**src/hw/rtl/assert_macros.svh**
```systemverilog
// ----------------------------------------------------------------------------
// Assertion macros
// Shorthand for the clocked implication checks used in the framer RTL.
// ----------------------------------------------------------------------------
`ifndef ASSERT_MACROS_SVH
`define ASSERT_MACROS_SVH

// Consequent must hold in the same cycle as the antecedent.
`define SFDF_ASSERT_IMPLY(label, clk, rst_n, ante, cons, msg) \
    label: assert property (@(posedge clk) disable iff (!rst_n) (ante) |-> (cons)) \
        else $error(msg);

// Consequent must hold in the cycle after the antecedent.
`define SFDF_ASSERT_NEXT(label, clk, rst_n, ante, cons, msg) \
    label: assert property (@(posedge clk) disable iff (!rst_n) (ante) |=> (cons)) \
        else $error(msg);

`endif

```
**src/hw/rtl/sfdf_pkg.sv**
```systemverilog
// ----------------------------------------------------------------------------
// Split-flap display framer package
// Item types, configuration, command codes and character mapping functions.
// ----------------------------------------------------------------------------
`default_nettype none

package sfdf_pkg;

    localparam int MAX_LINES   = 4;
    localparam int MAX_COLUMNS = 12;
    localparam int CELL_COUNT  = MAX_LINES * MAX_COLUMNS;
    localparam int CELL_W      = $clog2(CELL_COUNT);

    // Command queue between the front and back parts (power of two).
    localparam int QUEUE_DEPTH = 2;
    localparam int QPTR_W      = $clog2(QUEUE_DEPTH);
    localparam int QCNT_W      = $clog2(QUEUE_DEPTH + 1);

    // Configuration register indexes.
    localparam int CFG_IDX_W  = 3;
    localparam int CFG_DATA_W = 24;
    localparam logic [CFG_IDX_W-1:0] CFG_IFACE_MODE = 3'd0;
    localparam logic [CFG_IDX_W-1:0] CFG_CTRL_ADDR  = 3'd1;
    localparam logic [CFG_IDX_W-1:0] CFG_LINE_COUNT = 3'd2;
    localparam logic [CFG_IDX_W-1:0] CFG_COL_COUNT  = 3'd3;
    localparam logic [CFG_IDX_W-1:0] CFG_DELAY      = 3'd4;

    localparam logic       IFACE_BUS  = 1'b0;
    localparam logic       IFACE_CTRL = 1'b1;
    localparam logic       MODE_SET   = 1'b0;
    localparam logic       MODE_TICK  = 1'b1;

    localparam logic [2:0] TYPE_ALNUM  = 3'd0;
    localparam logic [2:0] TYPE_HOUR   = 3'd1;
    localparam logic [2:0] TYPE_MINUTE = 3'd2;
    localparam logic [2:0] TYPE_FLAP40 = 3'd3;
    localparam logic [2:0] TYPE_FLAP62 = 3'd4;

    localparam logic [7:0] BYTE_BUS_SYNC = 8'hFF;
    localparam logic [7:0] BYTE_BUS_CMD  = 8'hC0;
    localparam logic [7:0] BYTE_SOH      = 8'h01;
    localparam logic [7:0] BYTE_CTRL_CMD = 8'h12;
    localparam logic [7:0] BYTE_STX      = 8'h02;
    localparam logic [7:0] BYTE_CTRL_SUB = 8'h08;
    localparam logic [7:0] BYTE_LF       = 8'h0A;
    localparam logic [7:0] BYTE_EOT      = 8'h04;

    localparam logic [7:0] CHAR_SPACE = 8'h20;
    localparam logic [7:0] CHAR_EXCL  = 8'h21;
    localparam logic [7:0] CHAR_APOS  = 8'h27;
    localparam logic [7:0] CHAR_DASH  = 8'h2D;
    localparam logic [7:0] CHAR_DOT   = 8'h2E;
    localparam logic [7:0] CHAR_SLASH = 8'h2F;
    localparam logic [7:0] CHAR_ZERO  = 8'h30;
    localparam logic [7:0] CHAR_ONE   = 8'h31;
    localparam logic [7:0] CHAR_NINE  = 8'h39;
    localparam logic [7:0] CHAR_A     = 8'h41;
    localparam logic [7:0] CHAR_Z     = 8'h5A;

    localparam logic [9:0] MAX_CTRL_ADDR = 10'd999;

    typedef struct packed {
        logic       mode;
        logic [9:0] module_address;
        logic [2:0] module_type;
        logic [7:0] value;
    } t_in_item;

    typedef struct packed {
        logic [7:0] out_byte;
        logic       last_byte;
    } t_out_item;

    typedef struct packed {
        logic        interface_mode;
        logic [9:0]  controller_address;
        logic [2:0]  line_count;
        logic [3:0]  column_count;
        logic [23:0] update_delay_ticks;
    } t_cfg;

    typedef enum logic [1:0] {
        CMD_BUS,
        CMD_CELL,
        CMD_TICK
    } t_cmd_kind;

    typedef struct packed {
        t_cmd_kind         kind;
        logic [7:0]        addr_byte;
        logic [7:0]        data;
        logic [CELL_W-1:0] cell_idx;
    } t_cmd;

    typedef struct packed {
        logic busy;
        logic dirty;
        logic win_zero;
    } t_back_status;

    function automatic logic [2:0] f_eff_lines(input t_cfg cfg);
        return (cfg.line_count > 3'(MAX_LINES)) ? 3'(MAX_LINES) : cfg.line_count;
    endfunction

    function automatic logic [3:0] f_eff_cols(input t_cfg cfg);
        return (cfg.column_count > 4'(MAX_COLUMNS)) ? 4'(MAX_COLUMNS) : cfg.column_count;
    endfunction

    // Quotient by 100 through a row of independent threshold compares.
    function automatic logic [3:0] f_div100(input logic [9:0] a);
        logic [3:0] q;
        q = '0;
        for (int k = 1; k <= 10; k++) begin
            if (a >= 10'(k * 100)) begin
                q = q + 4'd1;
            end
        end
        return q;
    endfunction

    function automatic logic [3:0] f_div10(input logic [6:0] a);
        logic [3:0] q;
        q = '0;
        for (int k = 1; k <= 9; k++) begin
            if (a >= 7'(k * 10)) begin
                q = q + 4'd1;
            end
        end
        return q;
    endfunction

    function automatic logic [7:0] f_bus_position(input logic [2:0] t, input logic [7:0] v);
        logic [7:0] p;
        p = v;
        case (t)
            TYPE_ALNUM: begin
                if (v inside {[CHAR_A:CHAR_Z]}) p = v - CHAR_A;
                else if (v == CHAR_SLASH) p = 8'd26;
                else if (v == CHAR_DASH) p = 8'd27;
                else if (v inside {[CHAR_ONE:CHAR_NINE]}) p = v - CHAR_ONE + 8'd28;
                else if (v == CHAR_ZERO) p = 8'd37;
                else if (v == CHAR_DOT) p = 8'd38;
                else p = 8'd39;
            end
            TYPE_HOUR: begin
                p = (v > 8'd23) ? 8'd24 : v;
            end
            TYPE_MINUTE: begin
                if (v > 8'd59) p = 8'd29;
                else if (v < 8'd31) p = v + 8'd30;
                else p = v - 8'd31;
            end
            default: begin
                p = v;
            end
        endcase
        return p;
    endfunction

    function automatic logic [7:0] f_ctrl_char(input logic [2:0] t, input logic [7:0] v);
        logic [7:0] c;
        c = CHAR_SPACE;
        case (t)
            TYPE_ALNUM: begin
                c = (v < CHAR_SPACE) ? CHAR_SPACE : v;
            end
            TYPE_HOUR: begin
                c = (v > 8'd23) ? CHAR_SPACE : CHAR_A + v;
            end
            TYPE_MINUTE: begin
                if (v > 8'd59) c = CHAR_SPACE;
                else if (v < 8'd31) c = CHAR_A + v;
                else c = CHAR_EXCL + v - 8'd31;
            end
            TYPE_FLAP40: begin
                if (v == 8'd0) c = CHAR_SPACE;
                else if (v <= 8'd26) c = CHAR_A + v - 8'd1;
                else if (v == 8'd27) c = CHAR_APOS;
                else if (v == 8'd28) c = CHAR_DASH;
                else if (v <= 8'd37) c = CHAR_ONE + v - 8'd29;
                else if (v == 8'd38) c = CHAR_ZERO;
                else c = CHAR_SPACE;
            end
            TYPE_FLAP62: begin
                // Upper codes wrap around the 8-bit range.
                c = (v < 8'd31) ? CHAR_SPACE + v : CHAR_A + v - 8'd31;
            end
            default: begin
                c = CHAR_SPACE;
            end
        endcase
        return c;
    endfunction

endpackage

`default_nettype wire

```
**src/hw/rtl/sfdf_queue.sv**
```systemverilog
// ----------------------------------------------------------------------------
// Framer command queue
// Short FIFO of classified commands between the front and back parts.
// ----------------------------------------------------------------------------
`default_nettype none

module sfdf_queue
    import sfdf_pkg::*;
(
    input  wire logic i_clk,
    input  wire logic i_rst_n,
    input  wire logic i_push,
    input  wire t_cmd i_push_cmd,
    output logic      o_full,
    input  wire logic i_pop,
    output t_cmd      o_head,
    output logic      o_empty
);

    t_cmd              r_slot [QUEUE_DEPTH];
    logic [QPTR_W-1:0] r_wr_ptr;
    logic [QPTR_W-1:0] r_rd_ptr;
    logic [QCNT_W-1:0] r_count;

    assign o_full  = (r_count == QCNT_W'(QUEUE_DEPTH));
    assign o_empty = (r_count == '0);
    assign o_head  = r_slot[r_rd_ptr];

    always_ff @(posedge i_clk) begin
        if (i_push) begin
            r_slot[r_wr_ptr] <= i_push_cmd;
        end
    end

    always_ff @(posedge i_clk) begin
        if (!i_rst_n) begin
            r_wr_ptr <= '0;
            r_rd_ptr <= '0;
            r_count  <= '0;
        end else begin
            if (i_push) r_wr_ptr <= r_wr_ptr + 1'b1;
            if (i_pop)  r_rd_ptr <= r_rd_ptr + 1'b1;
            case ({i_push, i_pop})
                2'b10:   r_count <= r_count + 1'b1;
                2'b01:   r_count <= r_count - 1'b1;
                default: r_count <= r_count;
            endcase
        end
    end

endmodule

`default_nettype wire

```
**src/hw/rtl/sfdf_front.sv**
```systemverilog
// ----------------------------------------------------------------------------
// Framer front end
// Registers each input item, classifies it and queues a command for the back or drops it.
// ----------------------------------------------------------------------------
`default_nettype none

module sfdf_front
    import sfdf_pkg::*;
(
    input  wire logic     i_clk,
    input  wire logic     i_rst_n,
    input  wire t_cfg     i_cfg,
    input  wire logic     i_in_valid,
    output logic          o_in_stall,
    input  wire t_in_item i_in_item,
    output logic          o_push,
    output t_cmd          o_push_cmd,
    input  wire logic     i_q_full
);

    t_in_item   r_item;
    logic       r_valid;
    logic [3:0] line;
    logic [6:0] col;
    logic [2:0] eff_lines;
    logic [3:0] eff_cols;
    logic       keep;
    t_cmd       cmd;

    assign o_in_stall = r_valid && i_q_full;

    always_ff @(posedge i_clk) begin
        if (!i_rst_n) begin
            r_valid <= 1'b0;
        end else if (!o_in_stall) begin
            r_valid <= i_in_valid;
        end
    end

    always_ff @(posedge i_clk) begin
        if (!o_in_stall && i_in_valid) begin
            r_item <= i_in_item;
        end
    end

    always_comb begin
        line      = f_div100(r_item.module_address);
        col       = 7'(r_item.module_address - 10'(line) * 10'd100);
        eff_lines = f_eff_lines(i_cfg);
        eff_cols  = f_eff_cols(i_cfg);

        cmd.kind      = CMD_TICK;
        cmd.addr_byte = r_item.module_address[7:0];
        cmd.data      = f_ctrl_char(r_item.module_type, r_item.value);
        cmd.cell_idx  = CELL_W'(CELL_W'(line) * CELL_W'(MAX_COLUMNS) + CELL_W'(col));
        keep          = 1'b0;

        if (r_item.mode == MODE_TICK) begin
            // Ticks only matter to the controller window.
            cmd.kind = CMD_TICK;
            keep     = (i_cfg.interface_mode == IFACE_CTRL);
        end else if (r_item.module_type > TYPE_FLAP62) begin
            keep = 1'b0;
        end else if (i_cfg.interface_mode == IFACE_BUS) begin
            cmd.kind = CMD_BUS;
            cmd.data = f_bus_position(r_item.module_type, r_item.value);
            keep     = 1'b1;
        end else begin
            cmd.kind = CMD_CELL;
            keep     = (line < 4'(eff_lines)) && (col < 7'(eff_cols));
        end
    end

    assign o_push     = r_valid && !i_q_full && keep;
    assign o_push_cmd = cmd;

endmodule

`default_nettype wire

```
**src/hw/rtl/sfdf_back.sv**
```systemverilog
// ----------------------------------------------------------------------------
// Framer back end
// Executes queued commands: bus frames, buffer updates and the tick window
// that sends the controller frame from the character buffer.
// ----------------------------------------------------------------------------
`default_nettype none

module sfdf_back
    import sfdf_pkg::*;
(
    input  wire logic  i_clk,
    input  wire logic  i_rst_n,
    input  wire t_cfg  i_cfg,
    input  wire logic  i_q_empty,
    input  wire t_cmd  i_head,
    output logic       o_pop,
    output logic       o_out_valid,
    input  wire logic  i_out_stall,
    output t_out_item  o_out_item,
    output t_back_status o_status
);

    typedef enum logic [2:0] {
        S_IDLE,
        S_CMP,
        S_BUS,
        S_HDR,
        S_CELL,
        S_LOAD,
        S_END
    } t_state;

    t_state            r_state;
    logic [2:0]        r_step;
    t_cmd              r_cmd;
    logic [9:0]        r_rem;
    logic [2:0]        r_line;
    logic [3:0]        r_col;
    logic              r_dirty;
    logic [23:0]       r_window;
    logic              r_out_valid;
    t_out_item         r_out_item;

    logic [7:0]        r_mem [CELL_COUNT];
    logic              r_cell_ok [CELL_COUNT];
    logic [7:0]        r_rd_data;
    logic              r_rd_ok;

    logic              out_free;
    logic              out_load;
    logic [2:0]        eff_lines;
    logic [3:0]        eff_cols;
    logic [23:0]       delay;
    logic [23:0]       win_next;
    logic [9:0]        addr_clamped;
    logic [CELL_W-1:0] rd_addr;
    logic [7:0]        stored;
    logic              mem_we;
    logic [3:0]        hund;
    logic [3:0]        tens;
    logic [7:0]        hdr_byte;
    logic [7:0]        bus_byte;

    always_comb begin
        out_free     = !r_out_valid || !i_out_stall;
        eff_lines    = f_eff_lines(i_cfg);
        eff_cols     = f_eff_cols(i_cfg);
        // A new byte enters the output register in this cycle.
        out_load     = out_free && ((r_state inside {S_BUS, S_HDR, S_LOAD, S_END})
                     || ((r_state == S_CELL) && (r_col >= eff_cols)
                         && ((r_line + 3'd1) < eff_lines)));
        delay        = (i_cfg.update_delay_ticks == '0) ? 24'd1 : i_cfg.update_delay_ticks;
        win_next     = r_window + 24'd1;
        addr_clamped = (i_cfg.controller_address > MAX_CTRL_ADDR) ? MAX_CTRL_ADDR
                                                                  : i_cfg.controller_address;
        o_pop        = (r_state == S_IDLE) && !i_q_empty;
        rd_addr      = (r_state == S_IDLE) ? i_head.cell_idx
                     : CELL_W'(CELL_W'(r_line) * CELL_W'(MAX_COLUMNS) + CELL_W'(r_col));
        // A cell never written since reset reads as a space.
        stored       = r_rd_ok ? r_rd_data : CHAR_SPACE;
        mem_we       = (r_state == S_CMP) && (stored != r_cmd.data);
        hund         = f_div100(r_rem);
        tens         = f_div10(r_rem[6:0]);

        case (r_step)
            3'd0:    hdr_byte = BYTE_SOH;
            3'd1:    hdr_byte = BYTE_CTRL_CMD;
            3'd2:    hdr_byte = CHAR_ZERO + 8'(hund);
            3'd3:    hdr_byte = CHAR_ZERO + 8'(tens);
            3'd4:    hdr_byte = CHAR_ZERO + 8'(r_rem[3:0]);
            3'd5:    hdr_byte = BYTE_STX;
            default: hdr_byte = BYTE_CTRL_SUB;
        endcase

        case (r_step)
            3'd0:    bus_byte = BYTE_BUS_SYNC;
            3'd1:    bus_byte = BYTE_BUS_CMD;
            3'd2:    bus_byte = r_cmd.addr_byte;
            default: bus_byte = r_cmd.data;
        endcase
    end

    // Character buffer with a registered read port.
    always_ff @(posedge i_clk) begin
        if (mem_we) begin
            r_mem[r_cmd.cell_idx] <= r_cmd.data;
        end
        r_rd_data <= r_mem[rd_addr];
    end

    always_ff @(posedge i_clk) begin
        if (!i_rst_n) begin
            for (int i = 0; i < CELL_COUNT; i++) begin
                r_cell_ok[i] <= 1'b0;
            end
            r_rd_ok <= 1'b0;
        end else begin
            if (mem_we) begin
                r_cell_ok[r_cmd.cell_idx] <= 1'b1;
            end
            r_rd_ok <= r_cell_ok[rd_addr];
        end
    end

    always_ff @(posedge i_clk) begin
        if (!i_rst_n) begin
            r_state     <= S_IDLE;
            r_step      <= '0;
            r_line      <= '0;
            r_col       <= '0;
            r_dirty     <= 1'b1;
            r_window    <= '0;
            r_out_valid <= 1'b0;
        end else begin
            if (r_out_valid && !i_out_stall && !out_load) begin
                r_out_valid <= 1'b0;
            end

            case (r_state)
                S_IDLE: begin
                    if (!i_q_empty) begin
                        r_cmd <= i_head;
                        case (i_head.kind)
                            CMD_BUS: begin
                                r_step  <= '0;
                                r_state <= S_BUS;
                            end
                            CMD_CELL: begin
                                r_state <= S_CMP;
                            end
                            CMD_TICK: begin
                                if (r_dirty) begin
                                    if (win_next >= delay) begin
                                        r_dirty  <= 1'b0;
                                        r_window <= '0;
                                        r_rem    <= addr_clamped;
                                        r_step   <= '0;
                                        r_state  <= S_HDR;
                                    end else begin
                                        r_window <= win_next;
                                    end
                                end
                            end
                            default: begin
                                r_state <= S_IDLE;
                            end
                        endcase
                    end
                end

                S_CMP: begin
                    // A change opens a new window only if none is open yet.
                    if (mem_we && !r_dirty) begin
                        r_dirty  <= 1'b1;
                        r_window <= '0;
                    end
                    r_state <= S_IDLE;
                end

                S_BUS: begin
                    if (out_free) begin
                        r_out_valid          <= 1'b1;
                        r_out_item.out_byte  <= bus_byte;
                        r_out_item.last_byte <= (r_step == 3'd3);
                        r_step               <= r_step + 3'd1;
                        if (r_step == 3'd3) begin
                            r_state <= S_IDLE;
                        end
                    end
                end

                S_HDR: begin
                    if (out_free) begin
                        r_out_valid          <= 1'b1;
                        r_out_item.out_byte  <= hdr_byte;
                        r_out_item.last_byte <= 1'b0;
                        r_step               <= r_step + 3'd1;
                        // Peel one decimal digit of the address per byte.
                        if (r_step == 3'd2) begin
                            r_rem <= r_rem - 10'(hund) * 10'd100;
                        end
                        if (r_step == 3'd3) begin
                            r_rem <= r_rem - 10'(tens) * 10'd10;
                        end
                        if (r_step == 3'd6) begin
                            r_line  <= '0;
                            r_col   <= '0;
                            r_state <= (eff_lines == 3'd0) ? S_END : S_CELL;
                        end
                    end
                end

                S_CELL: begin
                    if (r_col < eff_cols) begin
                        // The read of this cell is issued in this cycle.
                        r_state <= S_LOAD;
                    end else if ((r_line + 3'd1) < eff_lines) begin
                        if (out_free) begin
                            r_out_valid          <= 1'b1;
                            r_out_item.out_byte  <= BYTE_LF;
                            r_out_item.last_byte <= 1'b0;
                            r_line               <= r_line + 3'd1;
                            r_col                <= '0;
                        end
                    end else begin
                        r_state <= S_END;
                    end
                end

                S_LOAD: begin
                    if (out_free) begin
                        r_out_valid          <= 1'b1;
                        r_out_item.out_byte  <= stored;
                        r_out_item.last_byte <= 1'b0;
                        r_col                <= r_col + 4'd1;
                        r_state              <= S_CELL;
                    end
                end

                S_END: begin
                    if (out_free) begin
                        r_out_valid          <= 1'b1;
                        r_out_item.out_byte  <= BYTE_EOT;
                        r_out_item.last_byte <= 1'b1;
                        r_state              <= S_IDLE;
                    end
                end

                default: begin
                    r_state <= S_IDLE;
                end
            endcase
        end
    end

    assign o_out_valid       = r_out_valid;
    assign o_out_item        = r_out_item;
    assign o_status.busy     = (r_state != S_IDLE);
    assign o_status.dirty    = r_dirty;
    assign o_status.win_zero = (r_window == '0);

endmodule

`default_nettype wire

```
**src/hw/rtl/split_flap_display_framer_unit.sv**
```systemverilog
// Bus frame: 4 bytes, one per cycle unless the output stalls; sent from S_BUS after the queue pops.
// Buffer update: the back end pops the command and reads the cell, then compares and writes in S_CMP.
// Controller frame: header, each line's cells with a line feed between lines, then EOT, from S_HDR on.
// Items are taken at most one per cycle while the two-entry command queue has room.
// Reset: synchronous; all cells read as spaces at once, one frame pending, window at zero.
// ----------------------------------------------------------------------------
// Split-flap display framer
// Top level: configuration registers, front end, command queue and back end
// that turns module updates and ticks into bus or controller frames.
// ----------------------------------------------------------------------------
`default_nettype none

`include "assert_macros.svh"

module split_flap_display_framer_unit
    import sfdf_pkg::*;
(
    input  wire logic                  i_clk,
    input  wire logic                  i_rst_n,

    input  wire logic                  i_cfg_valid,
    output logic                       o_cfg_ready,
    input  wire logic [CFG_IDX_W-1:0]  i_cfg_index,
    input  wire logic [CFG_DATA_W-1:0] i_cfg_data,

    input  wire logic                  i_in_valid,
    output logic                       o_in_stall,
    input  wire t_in_item              i_in_item,

    output logic                       o_out_valid,
    input  wire logic                  i_out_stall,
    output t_out_item                  o_out_item
);

    t_cfg         r_cfg;
    logic         q_push;
    t_cmd         q_push_cmd;
    logic         q_full;
    logic         q_pop;
    t_cmd         q_head;
    logic         q_empty;
    t_back_status back_status;

    assign o_cfg_ready = 1'b1;

    always_ff @(posedge i_clk) begin
        if (!i_rst_n) begin
            r_cfg.interface_mode     <= IFACE_BUS;
            r_cfg.controller_address <= 10'd0;
            r_cfg.line_count         <= 3'd2;
            r_cfg.column_count       <= 4'd6;
            r_cfg.update_delay_ticks <= 24'd500;
        end else if (i_cfg_valid && o_cfg_ready) begin
            case (i_cfg_index)
                CFG_IFACE_MODE: r_cfg.interface_mode     <= i_cfg_data[0];
                CFG_CTRL_ADDR:  r_cfg.controller_address <= i_cfg_data[9:0];
                CFG_LINE_COUNT: r_cfg.line_count         <= i_cfg_data[2:0];
                CFG_COL_COUNT:  r_cfg.column_count       <= i_cfg_data[3:0];
                CFG_DELAY:      r_cfg.update_delay_ticks <= i_cfg_data[23:0];
                default:        r_cfg <= r_cfg;
            endcase
        end
    end

    sfdf_front u_front (
        .i_clk      (i_clk),
        .i_rst_n    (i_rst_n),
        .i_cfg      (r_cfg),
        .i_in_valid (i_in_valid),
        .o_in_stall (o_in_stall),
        .i_in_item  (i_in_item),
        .o_push     (q_push),
        .o_push_cmd (q_push_cmd),
        .i_q_full   (q_full)
    );

    sfdf_queue u_queue (
        .i_clk      (i_clk),
        .i_rst_n    (i_rst_n),
        .i_push     (q_push),
        .i_push_cmd (q_push_cmd),
        .o_full     (q_full),
        .i_pop      (q_pop),
        .o_head     (q_head),
        .o_empty    (q_empty)
    );

    sfdf_back u_back (
        .i_clk       (i_clk),
        .i_rst_n     (i_rst_n),
        .i_cfg       (r_cfg),
        .i_q_empty   (q_empty),
        .i_head      (q_head),
        .o_pop       (q_pop),
        .o_out_valid (o_out_valid),
        .i_out_stall (i_out_stall),
        .o_out_item  (o_out_item),
        .o_status    (back_status)
    );

    `SFDF_ASSERT_IMPLY(a_no_overflow, i_clk, i_rst_n, q_push, !q_full, "command pushed into a full queue")
    `SFDF_ASSERT_NEXT(a_push_lands, i_clk, i_rst_n, q_push, !q_empty, "pushed command not held in queue")
    `SFDF_ASSERT_IMPLY(a_frame_on_clean, i_clk, i_rst_n, $fell(back_status.dirty), back_status.busy, "buffer marked clean without a frame")
    `SFDF_ASSERT_IMPLY(a_clean_window, i_clk, i_rst_n, !back_status.dirty, back_status.win_zero, "window counting while buffer is clean")

endmodule

`default_nettype wire

```
**config.mk**
```make
export PLATFORM = sky130hd
export DESIGN_NAME = split_flap_display_framer_unit
export DESIGN_NICKNAME = d
export VERILOG_FILES = /design/src/hw/rtl/sfdf_pkg.sv /design/src/hw/rtl/sfdf_queue.sv /design/src/hw/rtl/sfdf_front.sv /design/src/hw/rtl/sfdf_back.sv /design/src/hw/rtl/split_flap_display_framer_unit.sv
export VERILOG_INCLUDE_DIRS = /design/src /design/src/hw/rtl
export SDC_FILE = /design/constraint.sdc
export NUM_CORES = 1
export LEC_CHECK = 0
export BUFFER_PORTS_ARGS = -buffer_cell sky130_fd_sc_hd__buf_2
export CAP_MARGIN = 30
export CORE_MARGIN = 2
export CORE_UTILIZATION = 32
export DETAILED_ROUTE_END_ITERATION = 10
export MAX_ROUTING_LAYER = met4
export PLACE_DENSITY = 0.57
export SLEW_MARGIN = 10
export SYNTH_ARGS = -nofsm -noshare
export SYNTH_HDL_FRONTEND = slang
export SYNTH_SLANG_ARGS = --single-unit
```
**constraint.sdc**
```tcl
create_clock -name i_clk -period 7.59 [get_ports i_clk]
set_input_delay 0 -clock i_clk [delete_from_list [all_inputs] [get_ports i_clk]]
set_output_delay 0 -clock i_clk [all_outputs]
set_load 0.03 [all_outputs]
```
==> results of run 1 <==
[worst min-delay path, delay by kind of cell]
kind | cells | cell delay (ns)
buf+inv | 1 | 0.11
simple gates | 4 | 0.39
mux | 1 | 0.14
[Yosys cell counts, drive strengths merged (36+ instances only)]
cell,number,area share [%]
a211oi,43,1.0
a21o,38,0.87
a21oi,151,2.3
clkbuf,104,1.2
dfxtp,160,9.8
edfxtp,489,45
ha,127,4.9
inv,126,1.4
mux2,46,1.6
mux2i,59,1.8
mux4,112,7.7
nand2,222,2.6
nand3,53,0.81
nor2,259,3.0
nor2b,36,0.69
nor3,39,0.60
o21ai,102,1.6
xnor2,90,2.5
xor2,41,1.2
[worst min path at each step]
stage,from,to,slack [ns],cells after the start
2_1_floorplan,i_in_item[11],u_front.o_push_cmd[14],0.1,0
4_1_cts,i_cfg_valid,r_cfg[29],0.02,6
6_report,i_cfg_valid,r_cfg[29],0.05,6
3_5_place_dp,i_in_item[20],u_front.r_item[20],0.18,1
3_3_place_gp,i_in_item[6],u_front.r_item[6],0.18,1
5_1_grt,i_in_item[7],u_front.r_item[7],0.08,2
[routing by layer]
metal | global-route usage, % | share of wire [%] | vias up
met4 | 4.196 | 2.5 | 0
li1 | - | - | 10481
met2 | 25.11 | 47 | 595
met1 | 21.75 | 46 | 10906
met5 | - | 0 | -
met3 | 2.010 | 4.3 | 150
[state kept, by name, indices dropped and copies added (netlist names), 8 cells and up, named ones only]
name,flops
u_back.r_mem,384
u_back.r_cell_ok,64
u_queue.r_slot,44
r_cfg,42
u_back.r_window,24
u_back.r_cmd,20
u_front.r_item,14
u_back.r_rem,10
u_back.o_out_item,9
u_back.r_rd_data,8
u_front.o_push_cmd,8
[what timing repair did]
| action | CTS | global route |
|---|---|---|
| gates cloned | 0 | 2 |
| setup endpoints to repair | 27 | 54 |
| hold buffers | 68 | 0 |
| pin swaps | 8 | 37 |
| buffers inserted | 3 | 9 |
| hold endpoints to repair | 78 | 0 |
| gates resized for setup | 17 | 47 |
[layout by cell type (no fill, tap or decap), drive strengths merged, types with 39 or more instances in the layout]
| cell type | Yosys | layout |
|---|---|---|
| inv | 126 | 131 |
| nand2 | 222 | 222 |
| edfxtp | 489 | 489 |
| ha | 127 | 127 |
| mux2i | 59 | 59 |
| xnor2 | 90 | 90 |
| a211oi | 43 | 43 |
| o21ai | 102 | 102 |
| nor3 | 39 | 39 |
| a21oi | 151 | 151 |
| clkbuf | 104 | 96 |
| nor2 | 259 | 259 |
| mux2 | 46 | 46 |
| mux4 | 112 | 112 |
| xor2 | 41 | 41 |
| buf | 33 | 199 |
| dfxtp | 160 | 160 |
| nand3 | 53 | 53 |
| dlygate4sd3 | 0 | 68 |
[stage by stage]
step | setup WS (ns) | util [%] | hold WS (ns) | total power [mW]
2_1_floorplan | -0.2439 | - | 0.09887 | 7.167
3_5_place_dp | -0.1882 | 34.62 | 0.1781 | 8.476
5_1_grt | -0.4458 | 38.17 | 0.08075 | 12.50
4_1_cts | -0.1135 | 37.66 | 0.02168 | 11.93
3_3_place_gp | -0.2018 | 34.54 | 0.1765 | 8.447
6_report | -0.05403 | 38.17 | 0.05288 | 11.91
[cell families after synthesis]
family	share of synthesized area, %
other cells	0.01149
mux	11.13
simple gates	10.54
xor+xnor	4.003
flops	54.81
fa+ha+maj	5.422
buf+inv	3.182
compound gates	10.90
[final cells by class]
type                       instances  area (um2)  share of cell area (%)
tap                             1368        1712                   4.420
inverter                         127       480.5                   1.241
timing repair buffer             270        2190                   5.654
clock inverter                    41       389.1                   1.005
sequential                       649       17890                   46.19
multi-input combinational       1783       14130                   36.49
clock buffer                      93        1932                   4.989
antenna                            1       2.502                0.006462
[power by group]
part | switching, mW | internal [mW] | leakage, nW
registers | 0.134 | 4.12 | 5.70
clock network | 1.47 | 1.93 | 1.12
logic | 2.44 | 1.81 | 6.94
==> results.cfg, run 1 <==
[clocking]
cts_num_sinks = 649
clockRootBuffer = clkbuf_16
cts_htree_levels = 3
clock_latency_ns = 0.63
clk_path_buf_depth = 3
cts.clk_slew.worst_paths_ns = 0.06
cts_buffers = 72
cts_tree = done

[critical_path]
path_class = register to register
critPathArrivalTime_ns = 8.00
worst-path-stages = 38
cp_top_family = adder cells
r2r_start = u_back.r_rem[3]
max_stage_delay_ns = 0.48
worstPathMaxFanout = 3
critPathBufInv = 4
cp_data_required_time_ns = 7.95
critical_path.slowest_cell = fa_1
crit_end = u_back.r_rem[9]
critPathLaunch = u_back.r_rem[3]
reg2reg_to = u_back.r_rem[9]
crit_path_start_kind = register
cp-end-kind = register
crit_top_cell = ha_4
r2r_cells = 38
r2r_slack_ns = -0.05

[sta]
setup_slack_ns = -0.05403
rsz0062_at_grt = yes
tightest_slew_ns = 0.9817
slew_viol_final = 0
fin_crit_ns = 7.644
max-slew-margin-rel_pct = 34.31
hold_viol = 0
setup_viol = 1
clock.fmax_mhz = 130.8
finalCritPeriodShare_pct = 100.7
finalSetupTns_ns = -0.05403
finalClockSkew_ns = 0.02967

[floorplanning]
core-area_mm2 = 0.1014
die_y_um = 323.3
ios = 66
rows = 117
initial_utilization_pct = 32.17
die_x_um = 323.3
dieArea_mm2 = 0.1045

[synthesis]
synth.distinct_cells = 88
ys_ff_latch = 649
ys_seq_area_share_pct = 54.81
syn_area_mm2 = 0.03263
synth-main-ff-cell = edfxtp_1
async_reset_ff_share_pct = 0
synth_edf_count = 489
synthesis.nets = 2886
syn-mean-instance-area_um2 = 12.10
yosys_warnings = 0
synthCells = 2696

[outcome]
failed_checks = setup timing
outcome = complete, but fails checks

[cells_and_area]
drive_above_1_share_pct = 19.07
finalNonFillerCells = 4332
nets = 3093
fillerInstances = 9646
syn2layout_area_growth_pct = 18.66
post-route-cell-area_mm2 = 0.03872

[route]
drc_errors = 0
vias = 22132
first_pass_iters = 6
dr.first_iter.drc_count = 1935
wl_per_cell_um = 18.94
viasPerCell = 5.109
drtAntennaViolNets = 0
wl_mm = 82.07

[placed_design]
port_buffers = 64
post_dp_cell_area_mm2 = 0.03512
dp_cells = 4095
gp_congestion = 0.9149
dp_hpwl_mm = 54.47

[pwr]
vdd_drop_max_mv = 0.2401
powerDensity_mw_per_mm2 = 307.5
p_leak_nw = 13.77

[global_route]
grt_pass1_vias = 21470
grt_pass1_wl_mm = 126.3
grt-ovfl-total = 0
antenna_found_initial = 1
grt_max_degree = 67
grt_use_total_pct = 15.95

[job]
drv_cap = 0

[min_path]
hp-class = primary input to register
Power figures use the tool's default switching activity.
==> inputs of run 2 (changes only) <==
--- a/config.mk
+++ b/config.mk
@@ -10,9 +10,10 @@
 export CAP_MARGIN = 30
 export CORE_MARGIN = 2
 export CORE_UTILIZATION = 32
+export CTS_BUF_LIST = sky130_fd_sc_hd__clkbuf_16
 export DETAILED_ROUTE_END_ITERATION = 10
 export MAX_ROUTING_LAYER = met4
-export PLACE_DENSITY = 0.57
+export PLACE_DENSITY = 0.55
 export SLEW_MARGIN = 10
 export SYNTH_ARGS = -nofsm -noshare
 export SYNTH_HDL_FRONTEND = slang
==> constraint.sdc (replaced) <==
create_clock -name i_clk -period 8.8 [get_ports i_clk]
set_input_delay 0 -clock i_clk [delete_from_list [all_inputs] [get_ports i_clk]]
set_output_delay 0 -clock i_clk [all_outputs]
set_load 0.03 [all_outputs]
==> run 2 against run 1 <==
First-iteration DRC count increased by 5.1%. Clock-buffer cell count fell by 17. The run now ends clean. Final area is 2.2% lower. Largest power group unchanged. Combinational power fell by 18%. Power is 15% lower. Utilization decreased by 0.84 points. Register-to-register slack better by 0.58 ns. Cell count decreased by 1.8%.
==> results.cfg, run 2 (same netlist as run 1, synthesis figures left out) <==
[pwr]
p_leak_nw = 13.53
powerDensity_mw_per_mm2 = 268.4
fin_total_pwr_mw = 10.16
vdd_drop_max_mv = 0.2654

[clocking]
clk_path_buf_depth = 3
cts_tree = done
cts_buffers = 74
cts.clk_slew.worst_paths_ns = 0.06
clockRootBuffer = clkbuf_16
cts_num_sinks = 649
cts_htree_levels = 3
clock_latency_ns = 0.64

[critical_path]
critPathBufInv = 2
r2r_slack_ns = 0.53
crit_path_start_kind = register
r2r_start = u_back.r_rem[3]
path_class = register to register
r2r_cells = 37
critPathArrivalTime_ns = 8.60
critical_path.slowest_cell = fa_1
cp-end-kind = register
max_stage_delay_ns = 0.49
critPathLaunch = u_back.r_rem[3]
worstPathMaxFanout = 5
cp_top_family = adder cells
worst-path-stages = 37
reg2reg_to = u_back.r_rem[9]
crit_end = u_back.r_rem[9]
cp_data_required_time_ns = 9.13
crit_top_cell = ha_1

[sta]
setup_slack_ns = 0.5267
finalSetupTns_ns = 0
finalHoldWorstSlack_ns = 0.005635
tightest_slew_ns = 0.9409
slew_viol_final = 0
finalClockSkew_ns = 0.04804
max-slew-margin-rel_pct = 37.04
rsz0062_at_grt = no
hold_viol = 0
finalCritPeriodShare_pct = 94.01
clock.fmax_mhz = 120.9
setup_viol = 0
fin_crit_ns = 8.273

[global_route]
grt_pass1_wl_mm = 125.0
grt_max_degree = 113
use_met2_pct = 25.07
grt_use_total_pct = 15.85
grt_pass1_vias = 21289
top_usage_layer = met2
grtUsageMet3_pct = 2.166
antenna_found_initial = 2
grt-ovfl-total = 0
grt.met1_usage_pct = 21.36

[min_path]
worstHoldStart = i_cfg_valid
hp-class = primary input to register

[cells_and_area]
nets = 3017
reg_top3 = u_back.r_mem: 384 flops, u_back.r_cell_ok: 64 flops, u_queue.r_slot: 44 flops
drive_above_1_share_pct = 15.59
post-route-cell-area_mm2 = 0.03787
layout.cells.most_common = edfxtp_1
syn2layout_area_growth_pct = 16.05
largest-register = u_back.r_mem
seqCellArea_mm2 = 0.01789
multi_input_area_mm2 = 0.01387
fillerInstances = 9770
final_cell_mix = edfxtp_1 (489), nor2_1 (257), nand2_1 (222), dfxtp_1 (160), inv_1 (150)
utilization_pct = 37.33
finalNonFillerCells = 4256
largest_reg_flops = 384

[floorplanning]
die_y_um = 323.3
initial_utilization_pct = 32.17
dieArea_mm2 = 0.1045
rows = 117
core-area_mm2 = 0.1014
die_x_um = 323.3
ios = 66

[route]
drtAntennaViolNets = 0
vias = 21558
dr.first_iter.drc_count = 2033
wl_mm = 80.78
first_pass_iters = 8
viasPerCell = 5.065
drc_errors = 0
wl_per_cell_um = 18.98

[placed_design]
dp_cells = 4042
place_ws_ns = 0.3347
port_buffers = 64
gp_congestion = 0.9211
dp_hpwl_mm = 52.77
post_dp_cell_area_mm2 = 0.03460

[outcome]
outcome = complete, no violations

[job]
drv_cap = 0
-- run 2: how the worst min path moves through the flow --
stage          cells after the start                      to  slack (ns)
6_report                           4               r_cfg[23]       0.006
5_1_grt                            3         u_back.r_rem[1]        0.01
3_3_place_gp                       1       u_front.r_item[7]        0.18
4_1_cts                            3         u_back.r_rem[1]       0.004
3_5_place_dp                       1       u_front.r_item[7]        0.18
2_1_floorplan                      0  u_front.o_push_cmd[14]         0.1
-- run 2: what timing repair did --
| action | CTS | global route |
|---|---|---|
| endpoints found under the setup margin | 0 | 3 |
| gates resized for setup | 0 | 10 |
| hold buffers | 57 | 0 |
| hold endpoints to repair | 80 | 0 |
| setup buffers | 0 | 4 |
-- run 2: report_power, final --
part | leakage (nW) | switching (mW) | internal (mW) | total, mW
logic | 6.54 | 2.02 | 1.45 | 3.47
registers | 5.70 | 0.121 | 3.56 | 3.68
clock network | 1.29 | 1.28 | 1.74 | 3.02
total | 13.5 | 3.42 | 6.75 | 10.2
-- run 2: cell type report --
cell class	count	area share (%)
Timing Repair Buffer	192	3.915
Multi-Input combinational cell	1783	36.62
Antenna cell	1	0.006608
Tap cell	1368	4.520
Inverter	127	1.262
Clock inverter	60	1.424
Clock buffer	76	5.022
Sequential cell	649	47.23
-- run 2: worst register-to-register path: cells and delay by family, from the launching register on --
family | cells | cell delay, ns
flops | 1 | 0.38
xor+xnor | 4 | 0.64
simple gates | 7 | 1.09
buf+inv | 2 | 0.09
fa+ha+maj | 11 | 3.06
mux | 4 | 0.87
compound gates | 9 | 1.87
-- run 2: layer usage --
metal  up-vias  share of wire, %
li1      10304                 -
met1     10600                47
met2       524                47
met3       130               4.0
met4         0               2.4
met5         -                 0
